`src/rtl/core/hex_color_text_parser_defines.svh`:
```
// Assertion macros for the hex color text parser RTL.
// Included by every module that asserts; depends on nothing else.
`ifndef HEX_COLOR_TEXT_PARSER_DEFINES_SVH
`define HEX_COLOR_TEXT_PARSER_DEFINES_SVH

`ifndef NO_ASSERTIONS
`define HCP_ASSERT(lbl, prop, msg) \
  lbl: assert property (@(posedge clk) disable iff (!rst_n) prop) else $error(msg);
`define HCP_ASSERT_ALWAYS(lbl, prop, msg) \
  lbl: assert property (@(posedge clk) prop) else $error(msg);
`else
`define HCP_ASSERT(lbl, prop, msg)
`define HCP_ASSERT_ALWAYS(lbl, prop, msg)
`endif

`endif

```
`src/rtl/core/hcp_pkg.sv`:
```
// Shared types, character codes and the hex digit decoder for the hex color parser.
// Used by hcp_core and hex_color_text_parser; depends on nothing.
package hcp_pkg;

  localparam logic       REQ_CHAR   = 1'b0;
  localparam logic       REQ_END    = 1'b1;
  localparam logic [7:0] CH_NUL     = 8'h00;
  localparam logic [7:0] CH_TAB     = 8'h09;
  localparam logic [7:0] CH_LF      = 8'h0A;
  localparam logic [7:0] CH_CR      = 8'h0D;
  localparam logic [7:0] CH_SPACE   = 8'h20;
  localparam logic [7:0] CH_HASH    = 8'h23;
  localparam logic [7:0] CH_ZERO    = 8'h30;
  localparam logic [7:0] CH_UPPER_X = 8'h58;
  localparam logic [7:0] CH_LOWER_X = 8'h78;
  localparam logic [7:0] PREFIX_MARK = CH_LOWER_X;
  localparam logic [3:0] CNT_MAX    = 4'd15;
  localparam logic [3:0] DIGITS     = 4'd6;

  typedef enum logic [2:0] {
    PH_LEAD = 3'b001,
    PH_BODY = 3'b010,
    PH_TERM = 3'b100
  } phase_t;

  typedef struct packed {
    logic       req_type;
    logic [7:0] char_code;
  } item_t;

  typedef struct packed {
    logic       valid_res;
    logic [7:0] red;
    logic [7:0] green;
    logic [7:0] blue;
  } res_t;

  // {ok, value}: ok is low for any character that is not a hex digit
  function automatic logic [4:0] hex_decode(input logic [7:0] c);
    logic [4:0] r;
    r = 5'd0;
    if (c >= 8'h30 && c <= 8'h39) begin
      r = {1'b1, 4'(c - 8'h30)};
    end else if (c >= 8'h41 && c <= 8'h46) begin
      r = {1'b1, 4'(c - 8'h37)};
    end else if (c >= 8'h61 && c <= 8'h66) begin
      r = {1'b1, 4'(c - 8'h57)};
    end
    return r;
  endfunction

endpackage

```
`src/rtl/core/hcp_core.sv`:
```
// Parser state and its registered update for one character or end beat.
// Depends on hcp_pkg and hex_color_text_parser_defines.svh.
`include "hex_color_text_parser_defines.svh"

module hcp_core
  import hcp_pkg::*;
(
  input  logic  clk,
  input  logic  rst_n,
  input  logic  fire,
  input  item_t item,
  output res_t  res
);

  phase_t      phase_r, phase_nxt;
  logic [3:0]  cnt_r, cnt_nxt;
  logic [3:0]  pw_r, pw_nxt;
  logic [7:0]  first_r, first_nxt;
  logic [23:0] dig_r, dig_nxt;
  logic        bad_r, bad_nxt;

  logic [7:0]  c;
  logic [4:0]  hd;
  logic        is_blank;
  logic        is_crlf;
  logic [3:0]  cnt_b;
  logic [7:0]  first_b;
  logic [23:0] dig_b;
  logic        bad_b;
  logic [3:0]  prefix;
  logic        ok;

  assign c        = item.char_code;
  assign hd       = hex_decode(c);
  assign is_blank = (c == CH_SPACE) || (c == CH_TAB);
  assign is_crlf  = (c == CH_CR) || (c == CH_LF);

  // one non-white body character
  always_comb begin
    first_b = first_r;
    dig_b   = dig_r;
    bad_b   = bad_r | (pw_r != 4'd0);
    if (cnt_r == 4'd0) begin
      first_b = c;
      if (c != CH_HASH) begin
        if (!hd[4]) begin
          bad_b = 1'b1;
        end else begin
          dig_b = {20'd0, hd[3:0]};
        end
      end
    end else if (cnt_r == 4'd1 && first_r == CH_ZERO &&
                 (c == CH_LOWER_X || c == CH_UPPER_X)) begin
      first_b = PREFIX_MARK;
      dig_b   = 24'd0;
    end else if (!hd[4]) begin
      bad_b = 1'b1;
    end else begin
      dig_b = {dig_r[19:0], hd[3:0]};
    end
    cnt_b = (cnt_r == CNT_MAX) ? CNT_MAX : cnt_r + 4'd1;
  end

  always_comb begin
    phase_nxt = phase_r;
    cnt_nxt   = cnt_r;
    pw_nxt    = pw_r;
    first_nxt = first_r;
    dig_nxt   = dig_r;
    bad_nxt   = bad_r;
    if (item.req_type == REQ_END) begin
      phase_nxt = PH_LEAD;
      cnt_nxt   = 4'd0;
      pw_nxt    = 4'd0;
      first_nxt = 8'd0;
      dig_nxt   = 24'd0;
      bad_nxt   = 1'b0;
    end else if (c == CH_NUL) begin
      if (phase_r != PH_TERM) begin
        phase_nxt = PH_TERM;
      end
    end else begin
      unique case (phase_r)
        PH_LEAD: begin
          if (!is_blank) begin
            phase_nxt = PH_BODY;
            if (is_crlf) begin
              bad_nxt = 1'b1;
              pw_nxt  = 4'd1;
            end else begin
              cnt_nxt   = cnt_b;
              first_nxt = first_b;
              dig_nxt   = dig_b;
              bad_nxt   = bad_b;
            end
          end
        end
        PH_BODY: begin
          if (is_blank || is_crlf) begin
            pw_nxt = (pw_r == CNT_MAX) ? CNT_MAX : pw_r + 4'd1;
          end else begin
            cnt_nxt   = cnt_b;
            first_nxt = first_b;
            dig_nxt   = dig_b;
            bad_nxt   = bad_b;
          end
        end
        PH_TERM: begin
        end
        default: begin
        end
      endcase
    end
  end

  always_comb begin
    prefix = 4'd0;
    if (cnt_r != 4'd0) begin
      if (first_r == CH_HASH) begin
        prefix = 4'd1;
      end else if (first_r == PREFIX_MARK) begin
        prefix = 4'd2;
      end
    end
    ok            = !bad_r && (cnt_r == DIGITS + prefix);
    res.valid_res = ok;
    res.red       = ok ? dig_r[23:16] : 8'd0;
    res.green     = ok ? dig_r[15:8]  : 8'd0;
    res.blue      = ok ? dig_r[7:0]   : 8'd0;
  end

  always_ff @(posedge clk) begin
    if (!rst_n) begin
      phase_r <= PH_LEAD;
      cnt_r   <= 4'd0;
      pw_r    <= 4'd0;
      first_r <= 8'd0;
      dig_r   <= 24'd0;
      bad_r   <= 1'b0;
    end else if (fire) begin
      phase_r <= phase_nxt;
      cnt_r   <= cnt_nxt;
      pw_r    <= pw_nxt;
      first_r <= first_nxt;
      dig_r   <= dig_nxt;
      bad_r   <= bad_nxt;
    end
  end

  `HCP_ASSERT(a_end_clears, fire && item.req_type == REQ_END |=> phase_r == PH_LEAD && cnt_r == 4'd0 && !bad_r, "state not cleared after end beat")
  `HCP_ASSERT(a_lead_empty, phase_r == PH_LEAD |-> cnt_r == 4'd0 && pw_r == 4'd0, "body state set before body began")

endmodule

```
`src/rtl/core/hex_color_text_parser.sv`:
```
// Top level of the hex color text parser: input register, parser core, result register.
// Depends on hcp_pkg, hcp_core and hex_color_text_parser_defines.svh.
`include "hex_color_text_parser_defines.svh"

// Takes one character beat per cycle while not stalled and, on an end beat,
// gives one result beat: a valid flag and the red, green and blue bytes of
// an RRGGBB, #RRGGBB or 0xRRGGBB code (zeros when invalid). A beat waits in
// the input register and is folded into the parser state when it leaves; an
// end beat's result is loaded into the output register at that same edge.
// Sustained rate is one beat per cycle; an end beat waits in the input
// register only while a previous result is still held by out_ready low.

module hex_color_text_parser
  import hcp_pkg::*;
(
  input  logic       clk,
  input  logic       rst_n,
  input  logic       in_valid,
  output logic       in_ready,
  input  logic       in_req_type,
  input  logic [7:0] in_char_code,
  output logic       out_valid,
  input  logic       out_ready,
  output logic       out_valid_res,
  output logic [7:0] out_red,
  output logic [7:0] out_green,
  output logic [7:0] out_blue
);

  logic  s1_v_r;
  item_t s1_item_r;
  logic  s1_fire;
  logic  out_v_r;
  res_t  out_res_r;
  res_t  core_res;

  assign s1_fire  = s1_v_r && (s1_item_r.req_type == REQ_CHAR || !out_v_r || out_ready);
  assign in_ready = !s1_v_r || s1_fire;

  always_ff @(posedge clk) begin
    if (!rst_n) begin
      s1_v_r <= 1'b0;
    end else if (in_ready) begin
      s1_v_r <= in_valid;
    end
  end

  always_ff @(posedge clk) begin
    if (in_valid && in_ready) begin
      s1_item_r.req_type  <= in_req_type;
      s1_item_r.char_code <= in_char_code;
    end
  end

  hcp_core u_core (
    .clk   (clk),
    .rst_n (rst_n),
    .fire  (s1_fire),
    .item  (s1_item_r),
    .res   (core_res)
  );

  always_ff @(posedge clk) begin
    if (!rst_n) begin
      out_v_r <= 1'b0;
    end else if (s1_fire && s1_item_r.req_type == REQ_END) begin
      out_v_r <= 1'b1;
    end else if (out_ready) begin
      out_v_r <= 1'b0;
    end
  end

  always_ff @(posedge clk) begin
    if (s1_fire && s1_item_r.req_type == REQ_END) begin
      out_res_r <= core_res;
    end
  end

  assign out_valid     = out_v_r;
  assign out_valid_res = out_res_r.valid_res;
  assign out_red       = out_res_r.red;
  assign out_green     = out_res_r.green;
  assign out_blue      = out_res_r.blue;

  `HCP_ASSERT(a_end_gives_result,
    s1_fire && s1_item_r.req_type == REQ_END |=> out_v_r,
    "end beat produced no result")
  `HCP_ASSERT(a_invalid_zero,
    out_v_r && !out_res_r.valid_res |->
      out_res_r.red == 8'd0 && out_res_r.green == 8'd0 && out_res_r.blue == 8'd0,
    "invalid result with nonzero bytes")
  `HCP_ASSERT(a_stall_held,
    !in_ready |-> s1_v_r && s1_item_r.req_type == REQ_END && out_v_r,
    "input stalled without a blocked end beat")
  `HCP_ASSERT_ALWAYS(a_reset_idle,
    !rst_n |=> !out_v_r && !s1_v_r,
    "pipeline not empty after reset")

endmodule
```
`config.mk`:
```
export PLATFORM = sky130hd
export DESIGN_NAME = hex_color_text_parser
export DESIGN_NICKNAME = d
export VERILOG_FILES = /design/src/rtl/core/hcp_pkg.sv /design/src/rtl/core/hcp_core.sv /design/src/rtl/core/hex_color_text_parser.sv
export VERILOG_INCLUDE_DIRS = /design/src /design/src/rtl/core
export SDC_FILE = /design/constraint.sdc
export NUM_CORES = 1
export LEC_CHECK = 0
export ABC_CLOCK_PERIOD_IN_PS = 4500
export BUFFER_PORTS_ARGS = -buffer_cell sky130_fd_sc_hd__buf_2
export CORE_MARGIN = 4
export CORE_UTILIZATION = 59
export CTS_CLUSTER_DIAMETER = 120
export DETAILED_ROUTE_END_ITERATION = 16
export PLACE_DENSITY = 0.8
export SYNTH_ARGS = -nofsm -noshare
export SYNTH_HDL_FRONTEND = slang
export SYNTH_SLANG_ARGS = --single-unit
```
`constraint.sdc`:
```
create_clock -name clk -period 4.5 [get_ports clk]
set_clock_uncertainty 0.1 [all_clocks]
set_input_delay 0.9 -clock clk [delete_from_list [all_inputs] [get_ports clk]]
set_output_delay 0.9 -clock clk [all_outputs]
set_load 0.005 [all_outputs]
```
-- Yosys cells after proc, flatten, opt, wreduce, memory -nomap -nowiden
Index checks and enable logic that the tools add are counted.
- reduce and logical (&&, ||, !) cells: 30
- add/subtract/negate cells: 6
- muxes and demuxes: 56
- order comparisons: 6
- equality and inequality tests: 25
- bitwise logic cells: 2
- operators by type and width (operator ; number):
    $mux 24 ; 10
    $mux 4 ; 14
    $mux 8 ; 7
    $pmux 24 s2 ; 1
    $eq 8x4->1 const B ; 3
    $eq 8x6->1 const B ; 3
    $eq 8x7->1 const B ; 3
    $ne 3x3->1 const B ; 6
    $ge 8x7->1 const B ; 2
    $le 8x7->1 const B ; 2
    $pmux 4 s2 ; 2
    $pmux 8 s2 ; 1
    $mux 3 ; 5
    $mux 5 ; 3
    $reduce_and 6->1 ; 2
    $mux 1 ; 11
    $logic_and 1x1->1 ; 9
    $add 4x1->4 const B ; 2
    $eq 4x4->1 const B ; 2
    $ge 8x6->1 const B ; 1
    $le 8x6->1 const B ; 1
    $logic_not 8->1 ; 1
    $ne 8x6->1 const B ; 1
    $reduce_bool 4->1 ; 2
    other kinds (20) ; 31
- flip-flop bits (word level): 80
- output and inout bits: 27
- word-level logic and storage cells: 139
- input bits: 13

-- Longest topological paths before layout
- depth after elaboration: 13
- mapped depth: 9
- mapped depth without buffers: 7

-- By module
Synthesis repeated with hierarchy kept, for this count alone.
- cell total of the unflattened synthesis: 373
- area total of the unflattened synthesis: 3882.5 sq um
- by module, submodules not included (module ; instances ; cells each ; sequential area each (sq um) ; area an instance (sq um)):
    hcp_core ; 1 ; 327 ; 880.8 ; 2743.9
    hex_color_text_parser ; 1 ; 46 ; 1061.0 ; 1138.6

-- Worst setup path after synthesis
OpenSTA, ideal clock, no wires.
- path kind: input to register
- start: input port out_ready
- end: register u_core.first_r[2]
- library setup time: 0.070 ns
- path buffers: 1
- stages: 6
- setup slack: 1.101 ns
- required time: 4.330 ns
- arrival: 3.229 ns
- cells stage by stage: nor2b_1 > nor2_1 > a41oi_2 > buf_4 > or4_1 > a21oi_1
- cells in the longest elaborated chain, start to end: 3
- RTL lines (what ; RTL line ; RTL):
    start: declaration ; hex_color_text_parser.sv:23 ; input logic out_ready,
    $logic_or 1x1->1 ; hex_color_text_parser.sv:37 ; assign s1_fire = s1_v_r && (s1_item_r.req_type == REQ_CHAR || !out_v_r || out_ready);
    $logic_and 1x1->1 ; hex_color_text_parser.sv:37 ;
    $reduce_and 6->1 (no source line) ; n/a ;
    end signal: assignment ; hcp_core.sv:144 ; first_r <= first_nxt;
    end: declaration ; hcp_core.sv:18 ; logic [7:0] first_r, first_nxt;
Every way passes these cells.
A chain may end at the register's enable or synchronous reset.

-- Final worst setup path
- start: register s1_item_r[0] in the netlist's numbering
- end: register u_core.dig_r[7]
- cells in the longest elaborated chain, start to end: 13
- elaborated cells on any way between the ends: 41
- those cells by class: order compare: 6; eq/ne: 11; mux: 14; reduce/logical: 10
- RTL lines (what ; RTL line ; RTL):
    start: declaration ; hex_color_text_parser.sv:31 ; item_t s1_item_r;
    $ge 8x7->1 / $le 8x7->1 (equally long branches) ; hcp_pkg.sv:46 ; end else if (c >= 8'h61 && c <= 8'h66) begin
    $logic_and 1x1->1 ; hcp_pkg.sv:46 ;
    $mux 5 ; hcp_pkg.sv:46 ;
    $mux 5 ; hcp_pkg.sv:44 ; end else if (c >= 8'h41 && c <= 8'h46) begin
    $mux 5 ; hcp_pkg.sv:42 ; if (c >= 8'h30 && c <= 8'h39) begin
    $mux 24, on equally long branches ; hcp_core.sv:56, hcp_core.sv:46 ;
    $mux 24, on equally long branches ; hcp_core.sv:52, hcp_core.sv:45 ;
    $mux 24 ; hcp_core.sv:43 ; if (cnt_r == 4'd0) begin
    $mux 24 ; hcp_core.sv:87 ; if (is_crlf) begin
    $mux 24 ; hcp_core.sv:85 ; if (!is_blank) begin
    $pmux 24 s2 ; hcp_core.sv:83 ; unique case (phase_r)
    $mux 24 ; hcp_core.sv:78 ; end else if (c == CH_NUL) begin
    $mux 24 ; hcp_core.sv:71 ; if (item.req_type == REQ_END) begin
    end signal: assignment ; hcp_core.sv:145 ; dig_r <= dig_nxt;
    end: declaration ; hcp_core.sv:19 ; logic [23:0] dig_r, dig_nxt;
Several ways; a longest one is shown, not always the timed one. The select of a mux whose other input is x is not followed.

==> run_results.csv <==
group,metric,value,unit
drt,wl_met3,688,µm
logic_synthesis,synth_cell_types,59,
logic_synthesis,syn_inst,406,
worst_setup_path,arrival,3.26,ns
sta,rsz0062_at_grt,"false",
logic_synthesis,ys_ff_latch,80,
power,irDropWorstVdd,0.2062,mV
global_route,grt_antenna_before_repair,0,
min_path,min_from,"u_core.dig_r[13]",
clock_tree,cts_root_buffer,"clkbuf_8",
power,pwr-share-clk,37.4,%
logic_synthesis,synth_edf_count,34,
worst_setup_path,crit_path_max_incr_delay,0.79,ns
power,seq_power_share,54.6,%
final_layout,area_growth,9.360,%
worst_setup_path,cp_top_family,"simple AND/OR/NAND/NOR gates",
sta,max_freq,0.3246,GHz
sta,drv_slew,0,
logic_synthesis,yosys_warnings,0,
clock_tree,clk_path_buf_depth,2,
logic_synthesis,synthArstFlopShare,0,%
run_status,status,"completed",
floorplanning,die-area,8179,µm²
worst_setup_path,rr_worst_depth,8,
clock_tree,ctsResizeCount,0,
power,p_switching,373.1,µW
min_path,hold_class,"reg2reg",
power,internal_power,1076,µW
logic_synthesis,post_synth.cell_area_avg,9.877,µm²
placed_design,portBuffers,39,
global_route,overflow,0,
worst_setup_path,startpoint,"s1_item_r[0]",
drt,wl_per_cell,16.74,µm
power,comb_power_share,8.0,%
worst_setup_path,end_kind,"flop",
drt,wl_met2,4019,µm
floorplanning,fp.coreArea,6459,µm²
worst_setup_path,crit_slowest_cell,"nor3_4",
job,cap_violations,0,
worst_setup_path,start_kind,"flop",
sta,setup_viol,0,
worst_setup_path,path_depth,8,
final_layout,design_area,4385,µm²
sta,min_period_over_period,68.45,%
sta,tns,0,ns
sta,tightest_slew,1.051,ns
drt,drtIter0Drc,305,
clock_tree,postCtsHoldBufs,0,
min_path,hold_end,"u_core.dig_r[17]",
sta,hold_violations,0,
placed_design,gp_congestion,0.9228,
worst_setup_path,path_cells,"inv_1, ha_1, nor2b_1, o211ai_1, a21oi_2, buf_4, nor3_4, mux2i_1",
global_route,grt_usage,21.43,%
power,power.leakage,0.001532,µW
global_route,grt_pass1_vias,2940,
global_route,grt_pass1_wl,14430,µm
drt,via_count,3275,
logic_synthesis,seq_area_frac_synth,48.42,%
final_layout,layout-drive-gt1-share,16.44,%
logic_synthesis,synth_top_flop_cell,"dfxtp_1",
clock_tree,post-cts-setup-buffers,0,
clock_tree,cts_tree,"done",
worst_setup_path,setup.worst_path.class,"reg2reg",
final_layout,antenna_cells,0,
sta,maxSlewHeadroom,29.57,%
clock_tree,clock_latency,0.36,ns
floorplanning,fp.dieH,90.44,µm
final_layout,fin_nets,456,
power,powerDensity,330.4,nW/µm²
worst_setup_path,path_buf_inv,2,
sta,period_minus_slack,3.080,ns
drt,ant_nets,0,
worst_setup_path,r2r_slack,1.42,ns
worst_setup_path,cp_max_fo,19,
logic_synthesis,synth_area,4010,µm²
floorplanning,initial_utilization,62.09,%
worst_setup_path,required,4.68,ns
clock_tree,cts_sinks,80,
drt,wirelength_met1,3752,µm
placed_design,place_area,4184,µm²
placed_design,dp_hpwl,5791,µm
drt,top_layer,"met4",
global_route,grt_max_degree,32,
logic_synthesis,syn_nets,429,
drt,totalWireLength,8622,µm
drt,viasPerCell,6.359,
min_path,hold_path_depth,2,
floorplanning,die_x,90.44,µm
floorplanning,io_pins,40,
drt,drt-pass1-iter-count,5,
floorplanning,rows,29,
clock_tree,cts_max_level,3,
worst_setup_path,r2r-start,"s1_item_r[0]",
clock_tree,cts_made_buffers,9,
power,netSwitchingFraction,25.75,%
drt,drc,0,
clock_tree,path_clk_slew,0.09,ns
worst_setup_path,regToRegEndpoint,"u_core.dig_r[7]",
## area by class of cell
| type | count | area [µm²] |
|---|---|---|
| Fill cell | 526 | 2073 |
| Sequential cell | 80 | 1942 |
| Multi-Input combinational cell | 287 | 1879 |
| Timing Repair Buffer | 42 | 217.7 |
| Clock buffer | 9 | 123.9 |
| Tap cell | 77 | 96.34 |
| Clock inverter | 7 | 77.57 |
| Inverter | 13 | 48.80 |
## power by group through the flow
stage	Clock (µW)	Combinational [µW]	Sequential, µW
6_report	542	115	791
4_1_cts	543	113	791
5_1_grt	581	127	794
2_1_floorplan	0	89.6	800
3_3_place_gp	0	109	807
3_5_place_dp	0	112	808
## layer usage
metal  GRT usage (%)  vias to the layer above
li1                -                     1558
met2           34.10                      160
met4           8.163                        0
met1           28.23                     1538
met5               0                        -
met3           5.250                       19
## cell families (layout without fill, tap and decap cells)
family	Yosys count	after routing	synth area share, %
AO/OA/AOI/OAI	96	96	16.47
adder cells (fa/ha/maj)	10	10	3.120
multiplexers	18	18	4.524
flip-flops	80	80	48.42
XOR/XNOR	2	2	0.4369
buffers and inverters	39	71	4.773
AND/OR/NAND/NOR	161	161	22.25
## registers in the layout, summed over array words and instances, names as in the netlist, 3 cells and up
register	count
u_core.dig_r	24
s1_item_r	9
out_blue	8
out_green	8
out_red	8
u_core.first_r	8
u_core.cnt_r	4
u_core.pw_r	4
u_core.phase_r	3
## cells in the mapped netlist (7+ instances only)
cell type / n / area share, %
nor2_1: 23 / 2.2
nand2_1: 41 / 3.8
a31oi_1: 9 / 1.4
or4_1: 7 / 1.3
dfxtp_1: 46 / 23
nand3_1: 7 / 0.87
and2_1: 26 / 4.1
a21oi_1: 31 / 3.9
mux2i_1: 17 / 4.2
edfxtp_1: 34 / 25
nor3_1: 7 / 0.87
o21ai_0: 9 / 1.1
nand4_1: 18 / 2.8
inv_1: 12 / 1.1
clkbuf_1: 9 / 0.84
ha_1: 10 / 3.1
o31ai_1: 21 / 3.9
buf_2: 9 / 1.1
## how the worst max path moves through the flow
| stage | slack (ns) | end |
|---|---|---|
| 2_1_floorplan | 1.10 | u_core.first_r[2] |
| 3_3_place_gp | 1.49 | u_core.dig_r[8] |
| 3_5_place_dp | 1.40 | u_core.dig_r[15] |
| 4_1_cts | 1.42 | u_core.dig_r[7] |
| 5_1_grt | 1.20 | u_core.dig_r[11] |
| 6_report | 1.42 | u_core.dig_r[7] |
## cell usage in the layout (no fill, tap or decap), types with 17 or more instances in the layout
cell type and n:
dfxtp_1 46, nand2_1 41, buf_2 39, edfxtp_1 34, a21oi_1 31, and2_1 26
nor2_1 22, o31ai_1 21, nand4_1 18, mux2i_1 17
## per-stage QoR
stage	std cells	hold slack (ns)	total power [µW]	util (%)	worst slack (ns)
after CTS	515	0.3752	1448	67.90	1.420
final	515	0.3704	1449	67.90	1.420
after global placement	499	0.3559	916.4	64.78	1.494
after detailed placement	499	0.3611	919.5	64.78	1.402
after global routing	515	0.4110	1502	67.90	1.197
after floorplan	406	0.3394	889.2	-	1.101
## tightest hold or removal path: cells and delay by family, from the launching register on
family | cells | cell delay [ns]
flip-flops | 1 | 0.33
AND/OR/NAND/NOR | 1 | 0.06
multiplexers | 1 | 0.05
(Power assumes the default switching activity.)
